File: src/rtl/rice_bitstream_writer_assert.svh
// ----------------------------------------------------------------------------
// Rice bitstream writer assertion macros
// Shorthand for the concurrent checks of the writer's top level.
// ----------------------------------------------------------------------------
`ifndef RICE_BITSTREAM_WRITER_ASSERT_SVH
`define RICE_BITSTREAM_WRITER_ASSERT_SVH

// Same-cycle implication, checked outside reset.
`define RBW_ASSERT_NOW(lbl, pre, post, msg) \
    lbl: assert property (@(posedge aclk) disable iff (!aresetn) (pre) |-> (post)) \
        else $error(msg);

// Next-cycle implication, checked outside reset.
`define RBW_ASSERT_NEXT(lbl, pre, post, msg) \
    lbl: assert property (@(posedge aclk) disable iff (!aresetn) (pre) |=> (post)) \
        else $error(msg);

`endif

File: src/rtl/rbw_pkg.sv
// ----------------------------------------------------------------------------
// Rice bitstream writer package
// Command and error codes and the work descriptor passed from front to back.
// ----------------------------------------------------------------------------
`default_nettype none

package rbw_pkg;

    typedef enum logic [2:0] {
        CMD_RAW    = 3'd0,
        CMD_SIGNED = 3'd1,
        CMD_UNARY  = 3'd2,
        CMD_RICE   = 3'd3,
        CMD_ZEROS  = 3'd4,
        CMD_ALIGN  = 3'd5,
        CMD_CLEAR  = 3'd6
    } rbw_cmd_t;

    localparam logic [2:0] ERR_NONE         = 3'd0;
    localparam logic [2:0] ERR_RAW_WIDTH    = 3'd1;
    localparam logic [2:0] ERR_SIGNED_WIDTH = 3'd2;
    localparam logic [2:0] ERR_RICE_PARAM   = 3'd3;
    localparam logic [2:0] ERR_RUN_LENGTH   = 3'd4;

    localparam int unsigned FIELD_BITS = 64;

    // One command reduced to: a run of zeros, then a left-aligned field.
    typedef struct packed {
        logic [8:0]  zeros;       // leading zero bits
        logic [6:0]  fw;          // field width, 0..64
        logic [63:0] fval;        // field bits, first bit in bit 63
        logic [8:0]  total;       // zeros + fw
        logic        clr;         // discard the partial byte
        logic [2:0]  err;         // error code of the command
        logic [2:0]  fill_after;  // partial byte fill once the command is done
    } rbw_desc_t;

endpackage

`default_nettype wire

File: src/rtl/rice_bitstream_writer.sv
// ----------------------------------------------------------------------------
// Rice bitstream writer
// Packs raw and signed fields, unary, zero-run and Rice codes MSB first and
// streams out every byte as soon as it is complete.
// ----------------------------------------------------------------------------
// Usage: each input beat carries one command in s_tuser with its value and
// count in s_tdata. Every completed byte leaves as one output beat with
// tuser high; a command that completes no byte, or that is rejected, gives a
// single beat with tuser low carrying its error code. tlast marks the final
// beat of each command, and every beat shows the partial-byte fill once its
// command is done. The decoder takes a beat and hands it through a two-entry
// queue to the packer, so commands are accepted while earlier ones are packed.
// An idle packer loads a queued command as soon as the output register is
// free; a queued command is loaded in the cycle that finishes the one before.
// Once loaded, the packer handles one group of up to eight bits at a time;
// each group ends at a byte boundary or at the switch from the zero run to the
// field, and the output runs at one byte per cycle inside a long run while the
// receiver takes every beat. A beat passes the queue, the packer's registers
// and the output register on its way out. Reset empties the queue and the
// partial byte. When the receiver stalls the output register holds its beat,
// the packer waits, and once the queue is full s_tready falls.
// ----------------------------------------------------------------------------
`default_nettype none

module rice_bitstream_writer
    import rbw_pkg::*;
#(
    parameter int unsigned MAX_RUN_BITS = 440
) (
    input  wire logic        aclk,
    input  wire logic        aresetn,
    input  wire logic        s_tvalid,
    output logic             s_tready,
    input  wire logic [79:0] s_tdata,   // value [63:0], count [72:64], zeros above
    input  wire logic [2:0]  s_tuser,   // cmd [2:0]
    output logic             m_tvalid,
    input  wire logic        m_tready,
    output logic [15:0]      m_tdata,   // out_byte [7:0], error [10:8], fill_bits [13:11]
    output logic             m_tuser,   // byte_valid
    output logic             m_tlast
);

    rbw_desc_t front_desc;
    rbw_desc_t head_desc;
    logic      push;
    logic      pop;
    logic      fifo_full;
    logic      fifo_not_empty;

    rbw_front #(
        .MAX_RUN_BITS(MAX_RUN_BITS)
    ) u_front (
        .aclk      (aclk),
        .aresetn   (aresetn),
        .s_tvalid  (s_tvalid),
        .s_tready  (s_tready),
        .s_tdata   (s_tdata),
        .s_tuser   (s_tuser),
        .fifo_full (fifo_full),
        .push      (push),
        .desc      (front_desc)
    );

    rbw_fifo u_fifo (
        .aclk      (aclk),
        .aresetn   (aresetn),
        .push      (push),
        .push_desc (front_desc),
        .full      (fifo_full),
        .pop       (pop),
        .not_empty (fifo_not_empty),
        .head      (head_desc)
    );

    rbw_back u_back (
        .aclk           (aclk),
        .aresetn        (aresetn),
        .fifo_not_empty (fifo_not_empty),
        .head           (head_desc),
        .pop            (pop),
        .m_tvalid       (m_tvalid),
        .m_tready       (m_tready),
        .m_tdata        (m_tdata),
        .m_tuser        (m_tuser),
        .m_tlast        (m_tlast)
    );

`include "rice_bitstream_writer_assert.svh"

    // A beat without a byte is always the only beat of its command.
    `RBW_ASSERT_NOW(a_null_beat_last, m_tvalid && !m_tuser, m_tlast && (m_tdata[7:0] == 8'd0), "null beat must be last and zero")

    // Completed bytes never carry an error code.
    `RBW_ASSERT_NOW(a_byte_no_error, m_tvalid && m_tuser, m_tdata[10:8] == ERR_NONE, "byte beat carries an error")

    // A full queue stays full while nothing is pushed or popped.
    `RBW_ASSERT_NEXT(a_queue_pop, fifo_full && !pop && !push, fifo_full, "queue lost an entry")

endmodule

`default_nettype wire

File: src/rtl/rbw_fifo.sv
// ----------------------------------------------------------------------------
// Rice bitstream writer descriptor queue
// Two-entry queue that decouples command decoding from bit packing.
// ----------------------------------------------------------------------------
`default_nettype none

module rbw_fifo
    import rbw_pkg::*;
(
    input  wire logic      aclk,
    input  wire logic      aresetn,
    input  wire logic      push,
    input  wire rbw_desc_t push_desc,
    output logic           full,
    input  wire logic      pop,
    output logic           not_empty,
    output rbw_desc_t      head
);

    rbw_desc_t   mem_reg [2];
    logic        wr_ptr_reg;
    logic        wr_ptr_next;
    logic        rd_ptr_reg;
    logic        rd_ptr_next;
    logic [1:0]  count_reg;
    logic [1:0]  count_next;

    assign full      = count_reg[1];
    assign not_empty = (count_reg != 2'd0);
    assign head      = mem_reg[rd_ptr_reg];

    always_comb begin
        wr_ptr_next = wr_ptr_reg ^ push;
        rd_ptr_next = rd_ptr_reg ^ pop;
        count_next  = count_reg + {1'b0, push} - {1'b0, pop};
    end

    always_ff @(posedge aclk) begin
        if (!aresetn) begin
            wr_ptr_reg <= 1'b0;
            rd_ptr_reg <= 1'b0;
            count_reg  <= 2'd0;
        end else begin
            wr_ptr_reg <= wr_ptr_next;
            rd_ptr_reg <= rd_ptr_next;
            count_reg  <= count_next;
        end
    end

    always_ff @(posedge aclk) begin
        if (push) begin
            mem_reg[wr_ptr_reg] <= push_desc;
        end
    end

endmodule

`default_nettype wire

File: src/rtl/rbw_front.sv
// ----------------------------------------------------------------------------
// Rice bitstream writer command decoder
// Checks each command, folds Rice values and turns the command into a
// zero run plus a left-aligned field for the packer.
// ----------------------------------------------------------------------------
`default_nettype none

module rbw_front
    import rbw_pkg::*;
#(
    parameter int unsigned MAX_RUN_BITS = 440
) (
    input  wire logic        aclk,
    input  wire logic        aresetn,
    input  wire logic        s_tvalid,
    output logic             s_tready,
    input  wire logic [79:0] s_tdata,   // value [63:0], count [72:64], zeros above
    input  wire logic [2:0]  s_tuser,   // cmd [2:0]
    input  wire logic        fifo_full,
    output logic             push,
    output rbw_desc_t        desc
);

    logic [2:0]  fill_reg;
    logic [2:0]  fill_next;
    rbw_cmd_t    cmd;
    logic [63:0] value;
    logic [8:0]  count;
    logic [5:0]  k;
    logic [63:0] folded;
    logic [63:0] quot;
    logic [63:0] rice_sh;
    logic [63:0] raw_left;

    assign cmd      = rbw_cmd_t'(s_tuser);
    assign value    = s_tdata[63:0];
    assign count    = s_tdata[72:64];
    assign k        = count[5:0];
    assign s_tready = !fifo_full;
    assign push     = s_tvalid && !fifo_full;

    // Zigzag fold: non-negative v to 2v, negative v to -2v-1.
    assign folded   = {value[62:0], 1'b0} ^ {64{value[63]}};
    assign quot     = folded >> k;
    assign rice_sh  = folded << (7'd64 - {1'b0, k});
    assign raw_left = value << (7'd64 - count[6:0]);

    always_comb begin
        desc = '0;
        case (cmd)
            CMD_RAW: begin
                if (count > 9'd64) begin
                    desc.err = ERR_RAW_WIDTH;
                end else begin
                    desc.fw   = count[6:0];
                    desc.fval = raw_left;
                end
            end
            CMD_SIGNED: begin
                if (count == 9'd0 || count > 9'd64) begin
                    desc.err = ERR_SIGNED_WIDTH;
                end else begin
                    desc.fw   = count[6:0];
                    desc.fval = raw_left;
                end
            end
            CMD_UNARY: begin
                if (count > 9'(MAX_RUN_BITS)) begin
                    desc.err = ERR_RUN_LENGTH;
                end else begin
                    desc.zeros = count;
                    desc.fw    = 7'd1;
                    desc.fval  = {1'b1, 63'd0};
                end
            end
            CMD_RICE: begin
                if (count[8:6] != 3'd0) begin
                    desc.err = ERR_RICE_PARAM;
                end else if (quot > 64'(MAX_RUN_BITS)) begin
                    desc.err = ERR_RUN_LENGTH;
                end else begin
                    // Stop bit followed by the low k bits of the folded value.
                    desc.zeros = quot[8:0];
                    desc.fw    = {1'b0, k} + 7'd1;
                    desc.fval  = {1'b1, rice_sh[63:1]};
                end
            end
            CMD_ZEROS: begin
                if (count > 9'(MAX_RUN_BITS)) begin
                    desc.err = ERR_RUN_LENGTH;
                end else begin
                    desc.zeros = count;
                end
            end
            CMD_ALIGN: begin
                desc.zeros = {6'd0, 3'd0 - fill_reg};
            end
            CMD_CLEAR: begin
                desc.clr = 1'b1;
            end
            default: begin
            end
        endcase
        desc.total      = desc.zeros + {2'd0, desc.fw};
        desc.fill_after = desc.clr ? 3'd0 : fill_reg + desc.total[2:0];
    end

    assign fill_next = push ? desc.fill_after : fill_reg;

    always_ff @(posedge aclk) begin
        if (!aresetn) begin
            fill_reg <= 3'd0;
        end else begin
            fill_reg <= fill_next;
        end
    end

endmodule

`default_nettype wire

File: src/rtl/rbw_back.sv
// ----------------------------------------------------------------------------
// Rice bitstream writer packer
// Shifts each descriptor's bits into the partial byte, up to one whole byte
// per cycle while the output register is free, and drives the result register.
// ----------------------------------------------------------------------------
`default_nettype none

module rbw_back
    import rbw_pkg::*;
(
    input  wire logic        aclk,
    input  wire logic        aresetn,
    input  wire logic        fifo_not_empty,
    input  wire rbw_desc_t   head,
    output logic             pop,
    output logic             m_tvalid,
    input  wire logic        m_tready,
    output logic [15:0]      m_tdata,   // out_byte [7:0], error [10:8], fill_bits [13:11]
    output logic             m_tuser,   // byte_valid
    output logic             m_tlast
);

    logic        busy_reg;
    logic        busy_next;
    logic [7:0]  partial_reg;
    logic [7:0]  partial_next;
    logic [2:0]  fill_reg;
    logic [2:0]  fill_next;
    logic [8:0]  zeros_reg;
    logic [8:0]  zeros_next;
    logic [6:0]  fw_reg;
    logic [6:0]  fw_next;
    logic [63:0] fbits_reg;
    logic [63:0] fbits_next;
    logic [8:0]  rem_reg;
    logic [8:0]  rem_next;
    logic        clr_reg;
    logic        clr_next;
    logic [2:0]  err_reg;
    logic [2:0]  err_next;
    logic [2:0]  fill_after_reg;
    logic [2:0]  fill_after_next;
    logic        emitted_reg;
    logic        emitted_next;

    logic        out_valid_reg;
    logic        out_valid_next;
    logic [7:0]  out_byte_reg;
    logic [7:0]  out_byte_next;
    logic        out_bv_reg;
    logic        out_bv_next;
    logic        out_last_reg;
    logic        out_last_next;
    logic [2:0]  out_err_reg;
    logic [2:0]  out_err_next;
    logic [2:0]  out_fill_reg;
    logic [2:0]  out_fill_next;

    logic        out_free;
    logic        active;
    logic        zero_phase;
    logic [3:0]  space;
    logic [3:0]  n;
    logic [7:0]  ins;
    logic [7:0]  partial_new;
    logic [3:0]  fill_sum;
    logic        complete;
    logic [8:0]  rem_after;
    logic        finish;
    logic        emit_null;

    assign out_free = !out_valid_reg || m_tready;
    assign active   = busy_reg && out_free;

    always_comb begin
        space      = 4'd8 - {1'b0, fill_reg};
        zero_phase = (zeros_reg != 9'd0);
        if (zero_phase) begin
            n = (zeros_reg < {5'd0, space}) ? zeros_reg[3:0] : space;
        end else begin
            n = (fw_reg < {3'd0, space}) ? fw_reg[3:0] : space;
        end
        // Take the top n field bits and slot them in after the bits held.
        ins         = zero_phase ? 8'd0 : (fbits_reg[63:56] & ~(8'hFF >> n));
        partial_new = partial_reg | (ins >> fill_reg);
        fill_sum    = {1'b0, fill_reg} + n;
        complete    = fill_sum[3];
        rem_after   = rem_reg - {5'd0, n};
        finish      = active && (rem_after == 9'd0);
        emit_null   = finish && !emitted_reg && !complete;
        pop         = fifo_not_empty && out_free && (!busy_reg || finish);
    end

    always_comb begin
        busy_next       = busy_reg;
        partial_next    = partial_reg;
        fill_next       = fill_reg;
        zeros_next      = zeros_reg;
        fw_next         = fw_reg;
        fbits_next      = fbits_reg;
        rem_next        = rem_reg;
        clr_next        = clr_reg;
        err_next        = err_reg;
        fill_after_next = fill_after_reg;
        emitted_next    = emitted_reg;

        if (active) begin
            if (zero_phase) begin
                zeros_next = zeros_reg - {5'd0, n};
            end else begin
                fw_next    = fw_reg - {3'd0, n};
                fbits_next = fbits_reg << n;
            end
            partial_next = complete ? 8'd0 : partial_new;
            fill_next    = fill_sum[2:0];
            rem_next     = rem_after;
            emitted_next = emitted_reg || complete;
            if (clr_reg) begin
                partial_next = 8'd0;
                fill_next    = 3'd0;
            end
            if (finish) begin
                busy_next = 1'b0;
            end
        end

        if (pop) begin
            busy_next       = 1'b1;
            zeros_next      = head.zeros;
            fw_next         = head.fw;
            fbits_next      = head.fval;
            rem_next        = head.total;
            clr_next        = head.clr;
            err_next        = head.err;
            fill_after_next = head.fill_after;
            emitted_next    = 1'b0;
        end
    end

    always_comb begin
        out_valid_next = out_valid_reg && !m_tready;
        out_byte_next  = out_byte_reg;
        out_bv_next    = out_bv_reg;
        out_last_next  = out_last_reg;
        out_err_next   = out_err_reg;
        out_fill_next  = out_fill_reg;
        if (active && complete) begin
            out_valid_next = 1'b1;
            out_byte_next  = partial_new;
            out_bv_next    = 1'b1;
            // No further byte can complete once fewer than eight bits remain.
            out_last_next  = (rem_after < 9'd8);
            out_err_next   = ERR_NONE;
            out_fill_next  = fill_after_reg;
        end else if (emit_null) begin
            out_valid_next = 1'b1;
            out_byte_next  = 8'd0;
            out_bv_next    = 1'b0;
            out_last_next  = 1'b1;
            out_err_next   = err_reg;
            out_fill_next  = fill_after_reg;
        end
    end

    always_ff @(posedge aclk) begin
        if (!aresetn) begin
            busy_reg      <= 1'b0;
            partial_reg   <= 8'd0;
            fill_reg      <= 3'd0;
            out_valid_reg <= 1'b0;
            emitted_reg   <= 1'b0;
        end else begin
            busy_reg      <= busy_next;
            partial_reg   <= partial_next;
            fill_reg      <= fill_next;
            out_valid_reg <= out_valid_next;
            emitted_reg   <= emitted_next;
        end
    end

    always_ff @(posedge aclk) begin
        zeros_reg      <= zeros_next;
        fw_reg         <= fw_next;
        fbits_reg      <= fbits_next;
        rem_reg        <= rem_next;
        clr_reg        <= clr_next;
        err_reg        <= err_next;
        fill_after_reg <= fill_after_next;
        out_byte_reg   <= out_byte_next;
        out_bv_reg     <= out_bv_next;
        out_last_reg   <= out_last_next;
        out_err_reg    <= out_err_next;
        out_fill_reg   <= out_fill_next;
    end

    assign m_tvalid = out_valid_reg;
    assign m_tdata  = {2'd0, out_fill_reg, out_err_reg, out_byte_reg};
    assign m_tuser  = out_bv_reg;
    assign m_tlast  = out_last_reg;

endmodule

`default_nettype wire
File: config.mk
export PLATFORM = sky130hd
export DESIGN_NAME = rice_bitstream_writer
export DESIGN_NICKNAME = d
export VERILOG_FILES = /design/src/rtl/rbw_pkg.sv /design/src/rtl/rice_bitstream_writer.sv /design/src/rtl/rbw_fifo.sv /design/src/rtl/rbw_front.sv /design/src/rtl/rbw_back.sv
export VERILOG_INCLUDE_DIRS = /design/src /design/src/rtl
export SDC_FILE = /design/constraint.sdc
export NUM_CORES = 1
export LEC_CHECK = 0
export CAP_MARGIN = 40
export CORE_MARGIN = 5
export CORE_UTILIZATION = 30
export DETAILED_ROUTE_END_ITERATION = 16
export DONT_BUFFER_PORTS = 1
export PLACE_DENSITY = 0.46
export SYNTH_ARGS = -nofsm -noshare
export SYNTH_HDL_FRONTEND = slang
export SYNTH_HIERARCHICAL = 1
export SYNTH_SLANG_ARGS = --single-unit
File: constraint.sdc
create_clock -name aclk -period 10.5 [get_ports aclk]
set_input_delay 2.1 -clock aclk [delete_from_list [all_inputs] [get_ports aclk]]
set_output_delay 2.1 -clock aclk [all_outputs]
set_load 0.02 [all_outputs]
==> results of run 1 <==
-- worst max-delay path, delay by kind of cell (launching register included) --
family	cells	cell delay, ns
buffers and inverters	6	2.38
AOI/OAI and AO/OA	8	2.13
adders and majority gates	3	1.25
DFF	1	0.65
muxes	2	0.48
and+or+nand+nor	1	0.34
-- cells in the mapped netlist, types with 12 or more instances --
cell type    n
a21o_1      17
a22oi_1     30
nor4_1      24
buf_4       24
and3_1      14
nor2_1     177
mux4_2     100
a31oi_1     22
xor2_1      22
clkbuf_1   137
o22ai_1     39
nor3_1      47
buf_1       29
edfxtp_1   300
mux2_4     112
inv_1       53
a21oi_1    163
o21ai_0    127
dfxtp_1     26
mux2i_1    469
nand4_1     16
xnor2_1    135
nor2b_1     24
o211ai_1    24
mux2_2     112
nand2b_1    14
ha_1        32
a211oi_1    56
nand3_1     63
nand2_1    290
and2_1      16
buf_2       72
o32ai_1     12
buf_6       18
-- per-stage QoR --
step / setup slack, ns / hold WS [ns]
after floorplan: 2.42 / 0.400
final: 2.90 / 0.412
after CTS: 2.90 / 0.408
after detailed placement: 2.63 / 0.405
after global routing: 2.26 / 0.407
after global placement: 2.26 / 0.404
-- final cells by class --
class                      count  share of cell area [%]
clock buffer                  40                    2.84
clock inverter                22                   0.543
inverter                      62                   0.710
multi-input combinational   2390                    60.1
sequential                   326                    28.9
tap                         1368                    5.20
timing repair buffer          55                    1.67
-- worst min-delay path by stage --
| stage | start | cells after the start | slack [ns] | to |
|---|---|---|---|---|
| 2_1_floorplan | u_back/fill_after_reg[0] | 0 | 0.40 | u_back/out_fill_reg[0] |
| 3_3_place_gp | u_back/fill_after_reg[1] | 0 | 0.40 | u_back/out_fill_reg[1] |
| 3_5_place_dp | u_back/fill_after_reg[2] | 0 | 0.40 | u_back/out_fill_reg[2] |
| 4_1_cts | u_back/fill_after_reg[2] | 0 | 0.41 | u_back/out_fill_reg[2] |
| 5_1_grt | u_back/fill_after_reg[2] | 0 | 0.41 | u_back/out_fill_reg[2] |
| 6_report | u_back/fill_after_reg[2] | 0 | 0.41 | u_back/out_fill_reg[2] |
-- metal layers --
| metal | track usage, % | up-vias | part of all wire (%) |
|---|---|---|---|
| met5 | 0 | - | 0 |
| met4 | 3.69 | 0 | 2.0 |
| met3 | 3.65 | 101 | 6.2 |
| met2 | 29.6 | 688 | 46 |
| met1 | 25.5 | 11800 | 46 |
| li1 | - | 11300 | - |
-- kinds of logic after synthesis --
family / count (synthesis)
mux: 802
fa+ha+maj: 36
flops: 326
simple gates: 754
xor+xnor: 158
compound gates: 638
buf+inv: 349
other cells: 1
-- power groups by stage --
| stage | combinational [mW] | sequential [mW] | clock, mW |
|---|---|---|---|
| after global placement | 2.91 | 2.17 | 0 |
| after CTS | 2.95 | 2.15 | 1.26 |
| final | 2.96 | 2.15 | 1.22 |
| after floorplan | 2.38 | 2.08 | 0 |
| after detailed placement | 2.94 | 2.17 | 0 |
| after global routing | 3.20 | 2.18 | 1.31 |
==> metrics.md, run 1 <==
| Metric | Value |
|---|---|
| Comb pwr share | `46.8%` |
| Total GRT Usage | `18.3%` |
| Area of the multi-input gates | `19800 um2` |
| Largest net degree at the start of global routing | `172` |
| Setup Viol. Count Final | `0` |
| FF/Latch Area | `9530 um2` |
| Routed Antenna Nets | `0` |
| Max incr delay on CP | `0.65 ns` |
| CTS tree | `yes` |
| Sequential Power Share | `34.0%` |
| CTS Sinks | `326` |
| Sequential area share after synthesis | `30.9%` |
| Peak VDD IR | `0.000116 V` |
| Placed cell area | `31800 um2` |
| Final period util | `72.3%` |
| Effective utilization at floorplan | `30.3%` |
| Max Cap Viol | `0` |
| Count of cell types in the netlist | `105` |
| CP required | `10.78 ns` |
| Clk root buf | `clkbuf_16` |
| Synthesized area per cell | `10.1 um2` |
| Clock Pin Slew Worst Setup and Hold Paths | `0.06 ns` |
| Final Util | `32.3%` |
| Register bit count reported by yosys | `326` |
| Antenna cells | `0` |
| Clock tree buffer depth | `3` |
| Final Net Count | `2994` |
| Area grow syn2layout | `6.71%` |
| Setup bufs post-CTS | `0` |
| Global route overflow | `0` |
| Via/cell ratio | `5.59` |
| Reg2Reg Depth | `20` |
| Post-synth EDFFs | `300` |
| Worst EP arrival | `7.87 ns` |
| Internal | `3.95 mW` |
| Worst slew pin tran | `0.973 ns` |
| DRT Pass-1 Iters | `5` |
| Die X | `331 um` |
| First-pass GRT wire length | `155000 um` |
| Initial antenna violation count | `1` |
| Skew final | `0.0195 ns` |
| Sw frac | `37.5%` |
| Die H | `331 um` |
| CTS hold repair buffers | `0` |
| Xor/xnor share of the synthesized area | `4.53%` |
| Gate Count Post-Synth | `3064` |
| Tot Pwr | `6.32 mW` |
| Largest register FFs | `192` |
| Row Count | `117` |
| Filler instances | `10.5k` |
| Area leader, netlist | `edfxtp_1` |
| Fin cells | `4263` |
| Most frequent cells in the layout | `mux2i_1 (469), edfxtp_1 (300), nand2_1 (289), nor2_1 (177), a21oi_1 (163)` |
| Max_slew headroom | `34.1%` |
| Placed cell count | `4201` |
| Status | `complete, no violations` |
| Top-area cell type share of the netlist area | `29.2%` |
| CP dominant cell by count | `ha_1` |
| Synth Area in Compound Gates | `13.7%` |
| Crit Path Class | `register to register` |
| CP endpoint | `u_back/fbits_reg[35]` |
| Final Hold Vio Count | `0` |
| IO Count | `107` |
| Die Footprint | `109000 um2` |
| Clock network power share | `19.3%` |
| Final Slew Violations | `0` |
| Post-DP HPWL | `74900 um` |
| Finished Cell Area | `32900 um2` |
| CP endpoint kind | `register` |
| Routed WL | `104000 um` |
| Post-synthesis mux area share | `32.4%` |
| HP Class | `register to register` |
| Cell Pwr Density | `192 nW/um2` |
| YS warnings | `6` |
| Share of layout cells above drive strength 1 | `16.9%` |
| CTS H-tree lvls | `2` |
| Total CTS buffers | `37` |
| Crit Path Max Fanout | `40` |
| DR WL/cell | `24.3 um` |
| End of the worst register-to-register path | `u_back/fbits_reg[35]` |
| Vias in the first global route | `23.3k` |
| Core footprint | `102000 um2` |
| Post-synth ARST share | `0%` |
| Net switching power | `2.37 mW` |
| Tmin final | `7.60 ns` |
| Post-Synth Adder-Cell Area | `1.52%` |
| Crit path launch type | `register` |
| Area contributors post-synth | `edfxtp_1 (29%), mux2i_1 (15%), mux4_2 (7.3%)` |
| Simple-gate portion of the synthesized area | `11.5%` |
| Leak | `12.2 nW` |
| Crit-path cells | `clkinv_1 -> ha_1 -> inv_1 -> ha_1 -> a21oi_1 -> o21ai_0 -> a21o_1 -> mux2i_1 -> o21ai_4 -> clkinv_1 -> ha_1 -> o211ai_1 -> nor4_1 -> o21ai_0 -> o2111a_1 -> a41oi_4 -> buf_4 -> buf_4 -> buf_12 -> mux2_4` |
| GP Congestion | `0.876` |
| Cell Area, Synth | `30900 um2` |
| Fmax | `132 MHz` |
| Main combinational cell family by area after synthesis | `multiplexers` |
| DRC Markers | `0` |
| Reg2Reg Launch Point | `u_back/fill_reg[1]` |
| Setup TNS | `0 ns` |
| Worst setup startpoint | `u_back/fill_reg[1]` |
| Port Buffers | `0` |
| Commonest non-fill, non-tap cell in the layout | `mux2i_1` |
| R2R Setup Slk | `2.90 ns` |
| Prevailing post-synth register cell | `edfxtp_1` |
| Resized Gates After CTS | `0` |
| Routed vias | `23.8k` |
| RSZ-0062 raised after global routing | `false` |
| CP max-delay cell | `dfxtp_1` |
| Worst-Skew Late Latency | `0.55 ns` |
| Initial DRC Count | `1853` |
Note: power is estimated with default switching activity, not from simulation.
==> inputs of run 2 (changes only) <==
clock period = 7.24 ns   (was 10.5 ns; I/O delays follow)
==> metrics.md, run 2 (synthesis results as in run 1) <==
| Metric | Value |
|---|---|
| Status | `complete, no violations` |
| Area grow syn2layout | `7.70%` |
| Resized Gates After CTS | `0` |
| Core footprint | `102000 um2` |
| Critical path buffers and inverters | `3` |
| Crit Path Class | `input pin to register` |
| Clock tree buffer depth | `3` |
| Leak | `12.4 nW` |
| Gr busiest metal | `met2` |
| M2 GR Usage | `29.6%` |
| Final Net Count | `3018` |
| Most frequent cells in the layout | `mux2i_1 (469), edfxtp_1 (300), nand2_1 (289), nor2_1 (177), a21oi_1 (163)` |
| Die Footprint | `109000 um2` |
| Clock Pin Slew Worst Setup and Hold Paths | `0.06 ns` |
| DRC Markers | `0` |
| DR WL/cell | `24.4 um` |
| CTS hold repair buffers | `0` |
| Skew final | `0.0192 ns` |
| Cell family with most CP delay | `compound AO/OA/AOI/OAI gates` |
| Post-place setup slack | `0.366 ns` |
| CP max-delay cell | `mux4_2` |
| Clk root buf | `clkbuf_16` |
| Initial antenna violation count | `2` |
| GP Congestion | `0.883` |
| CP dominant cell by count | `a21o_1` |
| Tmin final | `6.50 ns` |
| GR met3 Demand/Resource | `3.47%` |
| Final period util | `89.8%` |
| Max Cap Viol | `0` |
| CTS Sinks | `326` |
| Die X | `331 um` |
| Worst-Skew Late Latency | `0.55 ns` |
| Commonest non-fill, non-tap cell in the layout | `mux2i_1` |
| Worst EP arrival | `6.85 ns` |
| Crit path launch type | `input pin` |
| Final worst setup slack | `0.741 ns` |
| Largest net degree at the start of global routing | `172` |
| CTS H-tree lvls | `2` |
| Row Count | `117` |
| Setup TNS | `0 ns` |
| RSZ-0062 raised after global routing | `false` |
| DRT Pass-1 Iters | `6` |
| Worst slew pin tran | `0.973 ns` |
| Crit-path cells | `inv_2 -> mux4_2 -> or3_1 -> a211o_1 -> nor3_1 -> a31oi_1 -> a32oi_2 -> nand4b_4 -> nand2b_1 -> o211ai_1 -> ha_1 -> inv_1 -> fa_1 -> inv_1 -> a21o_1 -> a21oi_1 -> o21bai_1 -> a21o_1 -> a21oi_1 -> a21o_1 -> nand3_1 -> o31ai_1 -> nor3b_1` |
| Max incr delay on CP | `0.63 ns` |
| Largest register FFs | `192` |
| First-pass GRT wire length | `156000 um` |
| Effective utilization at floorplan | `30.3%` |
| Share of layout cells above drive strength 1 | `17.7%` |
| Port Buffers | `0` |
| Global route overflow | `0` |
| Initial DRC Count | `1944` |
| Vias in the first global route | `23.3k` |
| Total CTS buffers | `36` |
| Grt met1 use | `26.0%` |
| IO Count | `107` |
| Routed WL | `105000 um` |
| HP Class | `register to register` |
| Post-DP HPWL | `75400 um` |
| Fmax | `154 MHz` |
| Setup bufs post-CTS | `0` |
| Crit Path Max Fanout | `171` |
| Final Slew Violations | `0` |
| Cell Pwr Density | `279 nW/um2` |
| CP endpoint kind | `register` |
| CP required | `7.59 ns` |
| Peak VDD IR | `0.000287 V` |
| Total GRT Usage | `18.5%` |
| Via/cell ratio | `5.60` |
| Final Hold Vio Count | `0` |
| Max_slew headroom | `33.4%` |
| CTS tree | `yes` |
| Routed vias | `24.1k` |
| Setup Viol. Count Final | `0` |
| Routed Antenna Nets | `0` |
| Die H | `331 um` |
[run 2: cell types whose count changed in the layout (fill, tap and decap cells not counted), sizes merged]
cell      before  now
buf           54   79
bufinv         2    4
clkbuf        40   43
clkinvlp       3    4
diode          0    2
inv           61   57
[run 2: per-layer routing]
layer	up-vias	routed length [um]
met4	0	2180
met1	12000	48200
li1	11300	-
met5	-	0
met2	688	47800
met3	102	6430
[run 2: layout make-up]
cell class | count | area [um2]
Timing Repair Buffer | 80 | 774
Clock buffer | 43 | 948
Clock inverter | 21 | 250
Sequential cell | 326 | 9530
Multi-Input combinational cell | 2390 | 19800
Tap cell | 1368 | 1710
Antenna cell | 2 | 5.00
Fill cell | 10500 | 68800
Inverter | 62 | 234
[run 2: worst register-to-register path, cell delays in order, from the launching register on]
cell and delay [ns]:
dfxtp_1 0.65, clkinv_1 0.18, ha_1 0.22, xor2_1 0.48, nor2_1 0.07, o21ai_0 0.45, a21oi_2 0.15, a22oi_2 0.51
nand2_4 0.35, inv_1 0.19, xnor2_1 0.09, ha_1 0.23, o2111ai_1 0.22, nand3b_1 0.12, or3_1 0.34, o2111a_1 0.30
a41oi_4 0.60, inv_1 0.37, ha_1 0.38, inv_1 0.06, ha_1 0.14, xnor3_1 0.22, nor2b_1 0.10
[run 2: path summary, 6_finish.rpt]
path,start,endpoint,slack [ns],depth (start not counted)
setup / recovery,s_tdata[64],u_fifo/mem_reg[0][15],0.74,23
hold / removal,u_back/fill_after_reg[0],u_back/out_fill_reg[0],0.42,0
setup reg to reg,u_back/fill_reg[1],u_fifo/count_reg[1],0.77,22
hold reg to reg,u_back/fill_after_reg[0],u_back/out_fill_reg[0],0.42,0
[run 2: stage by stage]
| stage | std cells | power (mW) | hold slack [ns] | area (um2) | utilization, % |
|---|---|---|---|---|---|
| finish | 4292 | 9.29 | 0.422 | 33300 | 32.6 |
| global route | 4290 | 9.84 | 0.429 | 33200 | 32.6 |
| CTS | 4289 | 9.37 | 0.426 | 33200 | 32.6 |
| detailed placement | 4225 | 7.46 | 0.409 | 32000 | 31.4 |
| global placement | 4217 | 7.43 | 0.403 | 31800 | 31.2 |
| floorplan | 3065 | 6.46 | 0.400 | 30900 | - |
[run 2: power by group]
part	internal (mW)	switching (mW)
Combinational	1.98	2.36
Sequential	2.76	0.329
Clock	1.09	0.775
Total	5.83	3.46
